## config.mk

```make
export PLATFORM = sky130hd
export DESIGN_NAME = didr_ctrl
export DESIGN_NICKNAME = d
export VERILOG_FILES = /design/src/design/didr_pkg.sv /design/src/design/didr_ctrl.sv
export SDC_FILE = /design/constraint.sdc
export NUM_CORES = 1
export LEC_CHECK = 0
export BUFFER_PORTS_ARGS = -buffer_cell sky130_fd_sc_hd__buf_2
export CAP_MARGIN = 25
export CORE_AREA = 2 2 39 41
export DETAILED_ROUTE_END_ITERATION = 12
export DIE_AREA = 0 0 41 43
export GPL_TIMING_DRIVEN = 1
export PLACE_DENSITY_LB_ADDON = 0.1
export SLEW_MARGIN = 15
export SYNTH_ARGS = -nofsm -noshare
export SYNTH_HDL_FRONTEND = slang
export SYNTH_SLANG_ARGS = --single-unit
export TNS_END_PERCENT = 20
```

## constraint.sdc

```tcl
create_clock -name clk -period 1.3 [get_ports clk]
set_input_delay 0.13 -clock clk [delete_from_list [all_inputs] [get_ports clk]]
set_output_delay 0.13 -clock clk [all_outputs]
set_load 0.005 [all_outputs]
```

## src/design/didr_pkg.sv

```systemverilog
`timescale 1ns / 1ps
// ----------------------------------------------------------------------------
// didr_pkg
// shared types and constants of the dual iir drive regulator
// ----------------------------------------------------------------------------
package didr_pkg;

	localparam int MAX_TAPS = 8;
	localparam int TAP_W = 3;
	localparam int DEF_POS_TAPS = 3;
	localparam int DEF_ANG_TAPS = 3;

	localparam logic [30:0] LIN_LIMIT_RST = 31'd1123474;
	localparam logic [30:0] ANG_LIMIT_RST = 31'd1572864;
	localparam logic [23:0] INV_SUPPLY_RST = 24'd1398101;

	localparam logic [1:0] KIND_LOAD = 2'd0;
	localparam logic [1:0] KIND_TICK = 2'd1;
	localparam logic [1:0] KIND_CLEAR = 2'd2;

	localparam logic [1:0] CFG_LIN_LIMIT = 2'd0;
	localparam logic [1:0] CFG_ANG_LIMIT = 2'd1;
	localparam logic [1:0] CFG_INV_SUPPLY = 2'd2;

	typedef enum logic [2:0] {
		ST_IDLE,
		ST_MAC,
		ST_CONV,
		ST_MIX,
		ST_DUTY,
		ST_OUT
	} state_t;

	// controller commands to datapath
	typedef struct packed {
		logic load;     // store coefficient from input word
		logic clear;    // zero histories
		logic start;    // latch errors
		logic mac;      // one tap step
		logic conv;     // convert, shift histories
		logic mix;      // clamp and mix
		logic duty;     // duty multiply
	} cmd_t;

endpackage

```

## src/design/didr_ctrl.sv

```systemverilog
`timescale 1ns / 1ps
// ----------------------------------------------------------------------------
// didr_ctrl
// sequencer of the regulator: tap steps, conversion, mixing and output
// ----------------------------------------------------------------------------
module didr_ctrl #(
	parameter int MAX_T = didr_pkg::DEF_POS_TAPS
) (
	input  logic                 clk,
	input  logic                 arst_n,
	input  logic                 in_valid,
	input  logic [1:0]           in_kind,
	output logic                 in_ready,
	input  logic                 out_busy,
	output logic                 out_load,
	output logic [didr_pkg::TAP_W:0] step,
	output didr_pkg::cmd_t       cmd
);
	didr_pkg::state_t state_q, state_n;
	logic [didr_pkg::TAP_W:0] step_q;
	logic acc_in;

	assign acc_in = in_valid && in_ready;
	assign step = step_q;

	always_comb begin
		state_n = state_q;
		unique case (state_q)
			didr_pkg::ST_IDLE: begin
				if (acc_in && in_kind == didr_pkg::KIND_TICK) state_n = didr_pkg::ST_MAC;
			end
			didr_pkg::ST_MAC: begin
				if (step_q == (didr_pkg::TAP_W + 1)'(MAX_T - 1)) state_n = didr_pkg::ST_CONV;
			end
			didr_pkg::ST_CONV: state_n = didr_pkg::ST_MIX;
			didr_pkg::ST_MIX: state_n = didr_pkg::ST_DUTY;
			didr_pkg::ST_DUTY: state_n = didr_pkg::ST_OUT;
			didr_pkg::ST_OUT: begin
				if (!out_busy) state_n = didr_pkg::ST_IDLE;
			end
			default: state_n = didr_pkg::ST_IDLE;
		endcase
	end

	always_comb begin
		in_ready = (state_q == didr_pkg::ST_IDLE);
		cmd = '0;
		out_load = 1'b0;
		unique case (state_q)
			didr_pkg::ST_IDLE: begin
				cmd.load = acc_in && in_kind == didr_pkg::KIND_LOAD;
				cmd.clear = acc_in && in_kind == didr_pkg::KIND_CLEAR;
				cmd.start = acc_in && in_kind == didr_pkg::KIND_TICK;
			end
			didr_pkg::ST_MAC: cmd.mac = 1'b1;
			didr_pkg::ST_CONV: cmd.conv = 1'b1;
			didr_pkg::ST_MIX: cmd.mix = 1'b1;
			didr_pkg::ST_DUTY: cmd.duty = 1'b1;
			didr_pkg::ST_OUT: out_load = !out_busy;
			default: ;
		endcase
	end

	always_ff @(posedge clk or negedge arst_n) begin
		if (!arst_n) begin
			state_q <= didr_pkg::ST_IDLE;
			step_q <= '0;
		end else begin
			state_q <= state_n;
			if (state_q == didr_pkg::ST_MAC) step_q <= step_q + 1'b1;
			else step_q <= '0;
		end
	end
endmodule

```

==> run_results.csv <==
group,metric,value,unit
final_layout,final_util,44.57,%
cts,cts_buffers,3,
pwr,switching_share,38.06,%
synth,synth_area,427.9,um^2
grt,use_met3,6.283,%
cts,clk_path_buf_depth,2,
pwr,power.density,2085,mW/mm^2
synth,synth_cell_types,23,
sta,rsz0062_at_grt,"true",
critical_path,crit_chain,"nor3_4, and4bb_2, buf_2",
routing,wirelength,906,um
synth,synth-compound-area-share,5.263,%
run_status,violations,"setup timing",
critical_path,worstPathMaxFanout,6,
grt,met1_usage,18.27,%
final_layout,stdcell_area,616.8,um^2
final_layout,diodes,0,
sta,fmax,715.5,MHz
synth,synth_xor_xnor_area_share,4.094,%
sta,period_minus_slack,1.398,ns
synth,yosysSeqAreaShare,40.94,%
critical_path,crit_path_top_delay_cell,"dfrtp_2",
critical_path,cp_num_buf_inv,1,
grt,grt_usage,11.76,%
grt,antenna_found_initial,0,
synth,synth_fa_ha_area_share,5.848,%
grt,grt_pass1_wl,1.414,mm
placement,dpl_cell_area,511.7,um^2
floorplan,die_w,41,um
sta,skew,0.0003796,ns
routing,antenna_left,0,
final_layout,layout-drive-gt1-share,52.24,%
run_status,status,"finished, violations left",
critical_path,cp-start-kind,"flip-flop",
pwr,switchingPower,0.0004896,W
synth,synthMuxAreaShare,0,%
synth,synth-warning-count,0,
cts,clk_pin_slew,0.05,ns
final_layout,final_cell_mix,"buf_2 (17), nor2_1 (7), buf_6 (4), dfrtp_1 (4)",
pwr,sequentialPowerShare,33.3,%
routing,drtIter0Drc,7,
flow_run,drv_cap,0,
synth,synth-simple-area-share,35.96,%
pwr,clkPwrFrac,15.4,%
floorplan,row_count,14,
critical_path,worstSetupPathType,"reg2out",
grt,gr-total-overflow,0,
floorplan,die-area,0.001763,mm^2
routing,num_vias,391,
sta,hold_viol_final,0,
synth,synth_cells,42,
placement,place_congestion,0.6869,
critical_path,path_delay_family,"simple AND/OR/NAND/NOR gates",
floorplan,start_util,30.92,%
grt,grt_start_max_net_pins,8,
critical_path,end_kind,"primary output",
pwr,p_int,0.0007967,W
critical_path,ff2ff_path_depth,4,
pwr,p_leak,0.3354,nW
critical_path,arrival,1.27,ns
synth,synth-seq-cells,7,
routing,wl_per_cell,10.92,um
synth,avgSynthCellArea,10.19,um^2
final_layout,area_growth,44.15,%
sta,tns,-0.1731,ns
routing,via_per_inst,4.711,
cts,tritoncts,"done",
grt,busiest_layer,"met1",
floorplan,io_pins,19,
synth,syn-num-nets,50,
sta,drv_slew,0,
cts,h-tree-depth,1,
pwr,power,0.001286,W
sta,slew-limit-headroom,82.15,%
cts,insertion_delay,0.25,ns
final_layout,nNetsFinal,76,
floorplan,core-area,0.001384,mm^2
sta,finalWorstSetupSlack,-0.09772,ns
grt,grt_pass1_vias,332,
critical_path,cp.depth,3,
sta,post-route-period-util,107.5,%
placement,dpl.hpwl,603.2,um
pwr,comb_power_share,51.3,%
pwr,peakVddDrop,872.6,uV
placement,port_buffers,18,
sta,finalSetupViolCount,3,
sta,worst_pin_slew,0.2671,ns
critical_path,max_stage_delay,0.45,ns
cts,cts_root_buf,"clkbuf_4",
cts,cts_sinks,7,
min_path,hold_class,"in2async",
final_layout,mostFrequentLayoutCell,"buf_2",
synth,synth_top_family_by_area,"simple AND/OR/NAND/NOR gates",
grt,met2_usage,14.37,%
critical_path,cp.required,1.17,ns
routing,dr.pass1.iters,4,
routing,drc_errors,0,
floorplan,die_y,43,um
==> cell usage after synthesis (all sizes together) <==
cell type | count | area share, %
nor2 | 8 | 7.0
dfrtp | 7 | 41
buf | 3 | 6.1
nand2 | 3 | 2.6
ha | 2 | 5.8
inv | 2 | 1.8
nor3b | 2 | 3.5
a21o | 1 | 1.8
a41o | 1 | 2.3
and3b | 1 | 2.0
and4 | 1 | 2.0
and4b | 1 | 2.3
and4bb | 1 | 2.9
nand3 | 1 | 1.2
nand3b | 1 | 1.8
nand4b | 1 | 2.0
nor2b | 1 | 3.2
nor3 | 1 | 3.8
nor4 | 1 | 1.5
o21ai | 1 | 1.2
xnor2 | 1 | 2.0
xor2 | 1 | 2.0
==> power groups by stage <==
stage | Combinational [W] | Clock [W] | Sequential (W)
after global placement | 0.000450 | 0 | 0.000447
after global routing | 0.000736 | 0.000222 | 0.000443
after CTS | 0.000606 | 0.000207 | 0.000417
final | 0.000660 | 0.000198 | 0.000429
after floorplan | 0.000410 | 0 | 0.000348
after detailed placement | 0.000440 | 0 | 0.000442
==> path summary, 6_finish.rpt <==
| check | to | start | slack (ns) |
|---|---|---|---|
| setup / recovery | cmd[6] | state_q[2] | -0.1 |
| hold / removal | step[2] | arst_n | 0.24 |
| hold reg to reg | step[0] | step[0] | 0.51 |
| min in group clk | state_q[2] | out_busy | 0.25 |
| setup reg to reg | state_q[0] | state_q[2] | 0.13 |
| max in group asynchronous | state_q[2] | arst_n | 0.88 |
==> routing by layer <==
metal | vias to the layer above | share of wire (%)
met2 | 12 | 47
met3 | 0 | 6.8
met4 | 0 | 0
met1 | 184 | 46
met5 | - | 0
li1 | 195 | -
==> kinds of logic (layout without fill, tap and decap cells) <==
family,after synthesis,count (layout)
simple gates,23,23
flops,7,7
buf+inv,5,30
compound gates,3,3
fa+ha+maj,2,2
xor+xnor,2,2
==> registers in the layout, summed over array words and instances (netlist names) <==
register,flops
step,4
state_q,3
==> metrics by stage <==
stage          instances  setup WS (ns)  hold slack, ns
6_report              83       -0.09772          0.2423
5_1_grt               83        -0.1811          0.2447
4_1_cts               83       -0.09065          0.2393
3_5_place_dp          73         0.1077        -0.02306
3_3_place_gp          73         0.1156        -0.02468
2_1_floorplan         42         0.2307         -0.1656
==> final cells by class <==
| type | count | area [um^2] |
|---|---|---|
| fill | 140 | 767.0 |
| multi-input combinational | 30 | 229.0 |
| sequential | 7 | 178.9 |
| timing repair buffer | 24 | 155.1 |
| clock buffer | 4 | 26.28 |
| tap | 16 | 20.02 |
| inverter | 2 | 7.507 |
==> timing repair <==
| item | 4_1_cts | 5_1_grt |
|---|---|---|
| setup endpoints to repair | 7 | 9 |
| cloned | 0 | 0 |
| hold buffers | 1 | 0 |
| gates resized for setup | 5 | 5 |
| buffers inserted | 5 | 0 |
| pin swaps | 2 | 2 |
| endpoints found under the hold margin | 7 | 0 |
(Power assumes the default switching activity.)
